==> config.mk <==
export PLATFORM = sky130hd
export DESIGN_NAME = pcb_near
export DESIGN_NICKNAME = d
export VERILOG_FILES = /design/src/rtl/pcb_pkg.sv /design/src/rtl/pcb_near.sv
export SDC_FILE = /design/constraint.sdc
export NUM_CORES = 1
export LEC_CHECK = 0
export ABC_CLOCK_PERIOD_IN_PS = 6300
export BUFFER_PORTS_ARGS = -buffer_cell sky130_fd_sc_hd__buf_2
export CAP_MARGIN = 20
export CORE_MARGIN = 5
export CORE_UTILIZATION = 35
export DETAILED_ROUTE_END_ITERATION = 6
export PLACE_DENSITY = 0.67
export SYNTH_ARGS = -nofsm -noshare
export SYNTH_HDL_FRONTEND = slang
export SYNTH_SLANG_ARGS = --single-unit
==> constraint.sdc <==
create_clock -name clk_i -period 6.3 [get_ports clk_i]
set_clock_uncertainty 0.05 [all_clocks]
set_input_delay 0.315 -clock clk_i [delete_from_list [all_inputs] [get_ports clk_i]]
set_output_delay 0.315 -clock clk_i [all_outputs]
set_load 0.05 [all_outputs]
==> src/rtl/pcb_pkg.sv <==
// Shared types and constants for the path convex corridor bounds block.
// Operation, status and register codes, position type and the scan step struct.
// No dependencies.
`default_nettype none

package pcb_pkg;

  // Signed Q15.8 position, metres
  typedef logic signed [23:0] pos_t;

  typedef enum logic [1:0] {
    OP_WRITE    = 2'd0,
    OP_OBSTACLE = 2'd1,
    OP_READ     = 2'd2
  } op_e;

  typedef enum logic [1:0] {
    ST_OK     = 2'd0,
    ST_BEYOND = 2'd1,
    ST_EMPTY  = 2'd2
  } status_e;

  typedef enum logic [1:0] {
    CFG_ROAD_UPPER  = 2'd0,
    CFG_ROAD_LOWER  = 2'd1,
    CFG_HALF_LENGTH = 2'd2,
    CFG_HALF_WIDTH  = 2'd3
  } cfg_e;

  localparam pos_t        ROAD_UPPER_RST  = 24'sd1024;
  localparam pos_t        ROAD_LOWER_RST  = -24'sd1024;
  localparam logic [15:0] HALF_LENGTH_RST = 16'd640;
  localparam logic [15:0] HALF_WIDTH_RST  = 16'd384;

  // One station sample delivered by the path scan
  typedef struct packed {
    logic valid;
    logic first;
    pos_t prev;
    pos_t cur;
  } scan_step_t;

endpackage

`default_nettype wire

==> src/rtl/pcb_near.sv <==
// Nearest-point tracker for one query station, fed by the sequential path scan.
// Uses pcb_pkg (pos_t, scan_step_t).
`default_nettype none

module pcb_near #(
  parameter int IDX_W = 8
) (
  input  wire logic                    clk_i,
  input  wire logic                    rst_ni,
  input  wire logic                    clear_i,
  input  wire logic signed [24:0]      target_i,
  input  wire pcb_pkg::scan_step_t     step_i,
  input  wire logic [IDX_W-1:0]        step_idx_i,
  input  wire logic [IDX_W-1:0]        last_idx_i,
  input  wire logic                    one_point_i,
  output logic                         ok_o,
  output logic [IDX_W-1:0]             index_o
);

  logic signed [24:0] target_q;
  logic               below_q;
  logic               above_q;
  logic               hit_q;
  logic [IDX_W-1:0]   pick_q;

  logic signed [24:0] prev_ext;
  logic signed [24:0] cur_ext;
  logic signed [25:0] d_lo;
  logic signed [25:0] d_hi;
  logic               in_pair;

  assign prev_ext = {step_i.prev[23], step_i.prev};
  assign cur_ext  = {step_i.cur[23], step_i.cur};
  assign d_lo     = {target_q[24], target_q} - {prev_ext[24], prev_ext};
  assign d_hi     = {cur_ext[24], cur_ext} - {target_q[24], target_q};
  assign in_pair  = (target_q >= prev_ext) && (target_q <= cur_ext);

  always_ff @(posedge clk_i or negedge rst_ni) begin
    if (!rst_ni) begin
      target_q <= '0;
      below_q  <= 1'b0;
      above_q  <= 1'b0;
      hit_q    <= 1'b0;
      pick_q   <= '0;
    end else if (clear_i) begin
      target_q <= target_i;
      below_q  <= 1'b0;
      above_q  <= 1'b0;
      hit_q    <= 1'b0;
    end else if (step_i.valid) begin
      if (step_i.first) begin
        below_q <= target_q < cur_ext;
      end
      // last step leaves the compare against the final point
      above_q <= target_q > cur_ext;
      // first matching pair wins; tie goes to the lower point
      if (!step_i.first && !hit_q && in_pair) begin
        hit_q  <= 1'b1;
        pick_q <= (d_lo <= d_hi) ? (step_idx_i - IDX_W'(1)) : step_idx_i;
      end
    end
  end

  assign ok_o    = one_point_i || below_q || above_q || hit_q;
  assign index_o = (one_point_i || below_q) ? '0 : (above_q ? last_idx_i : pick_q);

endmodule

`default_nettype wire
==> results of run 1 <==
report_power, final:
| group | leakage, uW | switching [uW] | total [uW] | internal [uW] |
|---|---|---|---|---|
| clock | 0.0000798 | 113 | 299 | 186 |
| combinational | 0.00246 | 456 | 795 | 340 |
| sequential | 0.000440 | 25.4 | 298 | 272 |
| total | 0.00298 | 594 | 1390 | 798 |
Yosys cell counts, drive strengths merged (3+ instances only):
cell	instances	area (um2)
dfrtp	36	901
a31oi	4	25.0
nand3	19	95.1
or3	4	30.0
nand4	16	100
nand3b	3	22.5
inv	76	285
a21boi	4	30.0
nor4	4	25.0
o31a	3	26.3
or2	6	37.5
nor2	41	161
or4	5	37.5
o211ai	7	57.6
o21bai	8	60.1
mux2	9	101
and2	3	18.8
o22ai	3	18.8
nor2b	9	56.3
o31ai	3	22.5
nand2b	6	37.5
xor2	12	105
o21ai	50	250
xnor2	30	263
ha	79	988
a21o	23	173
clkbuf	16	61.3
and3	6	37.5
o21a	5	37.5
a221oi	3	26.3
nand2	58	218
a211oi	9	67.6
nor3	11	55.1
mux2i	9	90.1
buf	3	13.8
a21oi	45	225
worst max-delay path by stage:
stage	from	to	slack (ns)	cells after the start
after floorplan	target_q[5]	pick_q[3]	1.70	18
after global placement	step_i[0]	pick_q[6]	1.24	21
after detailed placement	step_i[0]	pick_q[6]	1.19	21
after CTS	target_q[0]	pick_q[6]	1.23	19
after global routing	target_q[0]	pick_q[4]	0.84	19
final	target_q[5]	pick_q[6]	1.22	18
critical path: cells and delay by family (launching register included):
family / cells / cell delay [ns]
AOI/OAI and AO/OA: 5 / 1.20
xor gates and xnor gates: 1 / 0.15
adders and majority gates: 2 / 0.50
buffers and inverters: 1 / 0.06
DFF: 1 / 0.35
muxes: 1 / 0.26
and+or+nand+nor: 8 / 2.37
cells by family after synthesis:
kind of cell	after synthesis	synth area share (%)
xor gates and xnor gates	42	7.23
and+or+nand+nor	201	20.1
AOI/OAI and AO/OA	187	23.9
DFF	36	17.7
adders and majority gates	81	20.2
muxes	18	3.76
buffers and inverters	95	7.08
area by class of cell:
| type | instances | area [um2] | share of cell area [%] |
|---|---|---|---|
| clock buffer | 5 | 125 | 2.11 |
| clock inverter | 3 | 42.5 | 0.717 |
| inverter | 76 | 285 | 4.81 |
| multi-input combinational | 529 | 3830 | 64.5 |
| sequential | 36 | 901 | 15.2 |
| tap | 184 | 230 | 3.88 |
| timing repair buffer | 104 | 523 | 8.81 |
state kept, by name (all words and copies together), names as in the netlist:
signal,count
hit_q,1
below_q,1
target_q,25
above_q,1
pick_q,8
metrics by stage:
stage	std cells	utilization, %	instance area, um2	hold slack [ns]
final	937	41.3	5930	0.0939
after global routing	937	41.3	5930	0.179
after CTS	937	41.3	5930	0.145
after detailed placement	929	40.1	5770	0.446
after global placement	929	40.1	5770	0.443
after floorplan	660	-	5090	-0.0306
layer usage:
metal | wire (um) | vias to the layer above | GRT usage, %
li1 | - | 2554 | -
met1 | 6500 | 2279 | 22.5
met2 | 6760 | 100 | 28.9
met3 | 665 | 10 | 2.60
met4 | 157 | 0 | 4.05
met5 | 0 | - | 0
==> impl_metrics.csv, run 1 <==
group,metric,value,unit
drt,drt_iter0_markers,245,
critical_path,r2r_start,"target_q[5]",
critical_path,ff2ff_setup_slack,1.22,ns
cts,post_cts_resized,0,
critical_path,end_kind,"register",
pwr,peakVddDrop,137,uV
yosys,synth-main-ff-cell,"dfrtp_1",
critical_path,critical_path_class,"register to register",
critical_path,start_kind,"register",
yosys,async_flop_share,100,%
pwr,power.density,235,nW/um2
global_route,grt_max_degree,55,
drt,first_pass_iters,4,
sta,finalHoldViolCount,0,
place,globalplace.congestion,0.867,
cts,cts_tree,"built",
critical_path,crit_path_top_delay_cell,"or4_1",
sta,setup_viol,0,
cts,root_buffer,"clkbuf_16",
floorplanning,ios,104,
sta,final.setup.worst_slack,1.22,ns
yosys,yosysWarnings,0,
final_layout,syn_to_final_growth,16.6,%
floorplanning,die_width,131,um
yosys,synth_edf_count,0,
critical_path,arrival,5.21,ns
sta,setup_tns,0,ns
drt,wl_per_cell,15.0,um
place,pre_cts_ws,1.19,ns
floorplanning,core-area,14400,um2
min_path,holdCritPathClass,"input pin to asynchronous set/reset pin",
drt,drt_wl_total,14.1,mm
final_layout,final.fill_count,1506,
floorplanning,start_util,35.4,%
cts,numClockSinks,36,
sta,rsz0062_at_grt,"false",
final_layout,layout_commonest_cell,"buf_2",
yosys,synth.distinct_cells,64,
global_route,antenna_found_initial,0,
final_layout,layout_common_cells,"buf_2 (103), ha_1 (79), inv_1 (76)",
cts,hold_buffers,0,
yosys,yosysSeqAreaShare,17.7,%
global_route,grt_overflow,0,
final_layout,nets,928,
critical_path,r2r_cells,18,
pwr,power.total,1390,uW
drt,num_vias,4943,
critical_path,regToRegEndpoint,"pick_q[6]",
drt,drc,0,
cts,clk_pin_slew_worst_paths,0.06,ns
drt,ant_nets,0,
sta,tightestPinTransition,0.883,ns
floorplanning,die_y,131,um
global_route,grt_pass1_vias,4844,
critical_path,worstPathCellList,"inv_1 -> ha_1 -> a21o_1 -> o41ai_2 -> a21oi_1 -> or3_4 -> a21o_1 -> or4b_1 -> nand3_1 -> ha_1 -> and3_1 -> nand3_1 -> or4_1 -> or4_1 -> o211ai_2 -> nand4_1 -> xnor2_1 -> mux2_2",
yosys,synth_fp_nets,836,
sta,period_needed,5.08,ns
drt,routed_via_density,5.28,
sta,period_share,80.7,%
yosys,synth_area,5090,um2
sta,max-slew-margin-rel,41.2,%
floorplanning,die_area,17000,um2
yosys,synthCells,660,
status,status,"completed",
final_layout,diodes,0,
floorplanning,rows,44,
cts,cts_buffer_depth,2,
critical_path,critical_path.max_fanout,7,
cts,clock_latency,0.30,ns
cts,htree_levels,2,
critical_path,cp_slowest_stage_delay,0.50,ns
sta,fmax,197,MHz
final_layout,drive_above_1_share,17.9,%
sta,slew_viol_final,0,
place,port_buffers,103,
yosys,ys_seq_elements,36,
place,dp_hpwl,11.6,mm
global_route,grt_pass1_wl,23.1,mm
global_route,track_usage,16.9,%
run,maxCapViolCount,0,
yosys,syn-mean-instance-area,7.71,um2
pwr,leakagePower,0.00298,uW
cts,cts_buffers,5,
cts,post_cts_buffers,0,
critical_path,required,6.43,ns
Power figures use the tool's default switching activity.
==> inputs of run 2 (changes only) <==
--- a/config.mk
+++ b/config.mk
@@ -5,7 +5,8 @@
 export SDC_FILE = /design/constraint.sdc
 export NUM_CORES = 1
 export LEC_CHECK = 0
-export ABC_CLOCK_PERIOD_IN_PS = 6300
+export ABC_AREA = 1
+export ABC_CLOCK_PERIOD_IN_PS = 4900
 export BUFFER_PORTS_ARGS = -buffer_cell sky130_fd_sc_hd__buf_2
 export CAP_MARGIN = 20
 export CORE_MARGIN = 5
==> constraint.sdc (replaced) <==
create_clock -name clk_i -period 4.9 [get_ports clk_i]
set_clock_uncertainty 0.05 [all_clocks]
set_input_delay 0.245 -clock clk_i [delete_from_list [all_inputs] [get_ports clk_i]]
set_output_delay 0.245 -clock clk_i [all_outputs]
set_load 0.05 [all_outputs]
==> impl_metrics.csv, run 2 <==
group,metric,value,unit
critical_path,ff2ff_setup_slack,1.13,ns
final_layout,post-route-cell-area,6380,um2
cts,clk_pin_slew_worst_paths,0.06,ns
floorplanning,core-area,15300,um2
global_route,grt_max_degree,54,
cts,root_buffer,"clkbuf_16",
drt,drt_wl_total,16.4,mm
pwr,switchingPower,920,uW
drt,wl_per_cell,14.0,um
yosys,synth_edf_count,0,
final_layout,layout_common_cells,"nand2_1 (245), inv_1 (145), buf_2 (103)",
yosys,yosys-top-cells-count,"nand2_1 (245), inv_1 (145), ha_1 (79), a21oi_1 (70), nor2_1 (58)",
cts,cts_buffer_depth,2,
cts,htree_levels,2,
sta,finalHoldViolCount,0,
global_route,use_met3,2.45,%
pwr,sw_frac_of_total,48.4,%
floorplanning,rows,45,
pwr,peakVddDrop,181,uV
critical_path,end_kind,"register",
sta,slew_viol_final,0,
drt,drt_iter0_markers,288,
cts,numClockSinks,36,
place,postPlaceCellArea,6230,um2
sta,period_share,76.9,%
drt,drc,0,
critical_path,arrival,3.90,ns
critical_path,start_kind,"register",
drt,ant_nets,0,
final_layout,diodes,0,
place,dp_hpwl,13.9,mm
pwr,p_seq_share,20.3,%
drt,first_pass_iters,5,
final_layout,reg.largest.list,"target_q x25, pick_q x8",
yosys,ys_seq_elements,36,
cts,cts_tree,"built",
final_layout,largest_reg_flops,25,
critical_path,critical_path.max_fanout,9,
sta,period_needed,3.77,ns
global_route,track_usage,18.2,%
floorplanning,start_util,35.9,%
pwr,intPower,979,uW
yosys,synth.most_common_cell,"nand2_1",
global_route,grt_pass1_vias,5716,
yosys,syn-mean-instance-area,6.41,um2
run,maxCapViolCount,0,
yosys,synth_area,5480,um2
yosys,ys_top_cells_by_area,"ha_1 (18%), nand2_1 (17%), dfrtp_1 (16%)",
global_route,grt-busiest-layer,"met2",
yosys,yosysTopAreaCell,"ha_1",
yosys,yosysTopAreaCellShare,18.0,%
cts,cts_buffers,5,
floorplanning,die_width,135,um
place,port_buffers,103,
status,status,"completed",
global_route,antenna_found_initial,0,
yosys,yosysWarnings,0,
cts,hold_buffers,0,
yosys,synth-main-ff-cell,"dfrtp_1",
final_layout,final_util,41.8,%
sta,tightestPinTransition,0.912,ns
global_route,met2_usage,31.4,%
sta,max-slew-margin-rel,39.2,%
global_route,grt_pass1_wl,26.8,mm
pwr,pwr-share-comb,61.5,%
cts,post_cts_buffers,0,
critical_path,r2r_cells,24,
critical_path,required,5.04,ns
final_layout,top_register,"target_q",
yosys,synthCells,856,
sta,fmax,265,MHz
final_layout,layout_commonest_cell,"nand2_1",
floorplanning,die_y,135,um
place,globalplace.congestion,0.922,
final_layout,final.fill_count,1647,
min_path,holdCritPathClass,"input pin to asynchronous set/reset pin",
final_layout,nets,1134,
global_route,grt_overflow,0,
cts,post_cts_resized,0,
pwr,leakagePower,0.00362,uW
pwr,power.density,298,nW/um2
yosys,synth_fp_nets,1032,
floorplanning,die_area,18300,um2
critical_path,critical_path_class,"register to register",
global_route,met1_usage,23.6,%
sta,rsz0062_at_grt,"false",
drt,routed_via_density,4.84,
sta,setup_viol,0,
yosys,synth.distinct_cells,40,
final_layout,syn_to_final_growth,16.4,%
drt,num_vias,5661,
sta,setup_tns,0,ns
yosys,yosysSeqAreaShare,16.4,%
cts,clock_latency,0.30,ns
pwr,clkPwrFrac,18.2,%
final_layout,drive_above_1_share,14.6,%
yosys,async_flop_share,100,%
critical_path,r2r_start,"target_q[2]",
floorplanning,ios,104,
critical_path,regToRegEndpoint,"pick_q[0]",
==> run 2: cell count changes in the layout (fill, tap and decap cells not counted), moves of 10 or more <==
cell,previous run,this run
nand3_1,19,29
nand2_1,58,245
inv_1,76,145
xor2_1,12,30
a21oi_1,45,70
a21o_1,23,7
nor2_1,40,58
==> run 2: per-layer routing <==
| metal | wire length, um | share of wire, % | vias up |
|---|---|---|---|
| li1 | - | - | 2985 |
| met1 | 7510 | 46 | 2513 |
| met2 | 7830 | 48 | 140 |
| met3 | 734 | 4.5 | 23 |
| met4 | 301 | 1.8 | 0 |
| met5 | 0 | 0 | - |
==> run 2: critical path, stage by stage (launching register included) <==
cell      delay (ns)
dfrtp_1         0.35
inv_1           0.06
ha_1            0.35
a21oi_1         0.17
nand2_1         0.16
a21boi_1        0.26
o21ai_2         0.14
nand2_1         0.08
nand2_1         0.10
nand3_1         0.13
nand3_1         0.09
nand2_1         0.08
nand2_1         0.06
ha_1            0.35
nand2_1         0.09
nor2_2          0.17
nand4_2         0.15
nor2_4          0.15
nand2_2         0.08
nand4_2         0.18
nand3_4         0.15
nand2_1         0.09
nand2_1         0.05
nand2_1         0.06
nand2_1         0.05
==> run 2: stage by stage <==
step	total power [uW]	setup WS, ns	instances	hold slack [ns]
6_report	1900	1.13	1170	0.0277
5_1_grt	2100	0.802	1170	0.113
4_1_cts	1920	1.13	1170	0.0683
3_5_place_dp	1550	1.16	1162	0.394
3_3_place_gp	1550	1.22	1162	0.391
2_1_floorplan	1260	1.75	856	-0.101
==> run 2: power by group through the flow <==
stage / registers, uW / logic, uW / clock network [uW]
5_1_grt: 392 / 1340 / 365
3_3_place_gp: 389 / 1160 / 0
2_1_floorplan: 373 / 890 / 0
3_5_place_dp: 388 / 1160 / 0
4_1_cts: 385 / 1170 / 358
6_report: 385 / 1170 / 346
==> run 2: kinds of logic after synthesis <==
kind of cell | synth area share [%]
and+or+nand+nor | 30.9
buffers and inverters | 10.6
AOI/OAI and AO/OA | 15.2
adders and majority gates | 18.8
xor gates and xnor gates | 8.15
DFF | 16.4
==> run 2: area by class of cell <==
class / count / area [um2] / area share [%]
Inverter: 146 / 548 / 8.59
Multi-Input combinational cell: 666 / 4000 / 62.7
Tap cell: 211 / 264 / 4.14
Sequential cell: 36 / 901 / 14.1
Clock buffer: 6 / 139 / 2.18
Clock inverter: 2 / 10.0 / 0.157
Timing Repair Buffer: 103 / 515 / 8.08
==> run 2: how the worst max path moves through the flow <==
stage	from	end	slack [ns]	cells after the start
after CTS	target_q[2]	pick_q[0]	1.13	23
final	target_q[2]	pick_q[0]	1.13	24
after detailed placement	step_i[26]	pick_q[3]	1.16	25
after global placement	step_i[26]	pick_q[3]	1.22	25
after global routing	target_q[1]	pick_q[0]	0.80	24
after floorplan	target_q[2]	pick_q[0]	1.75	24
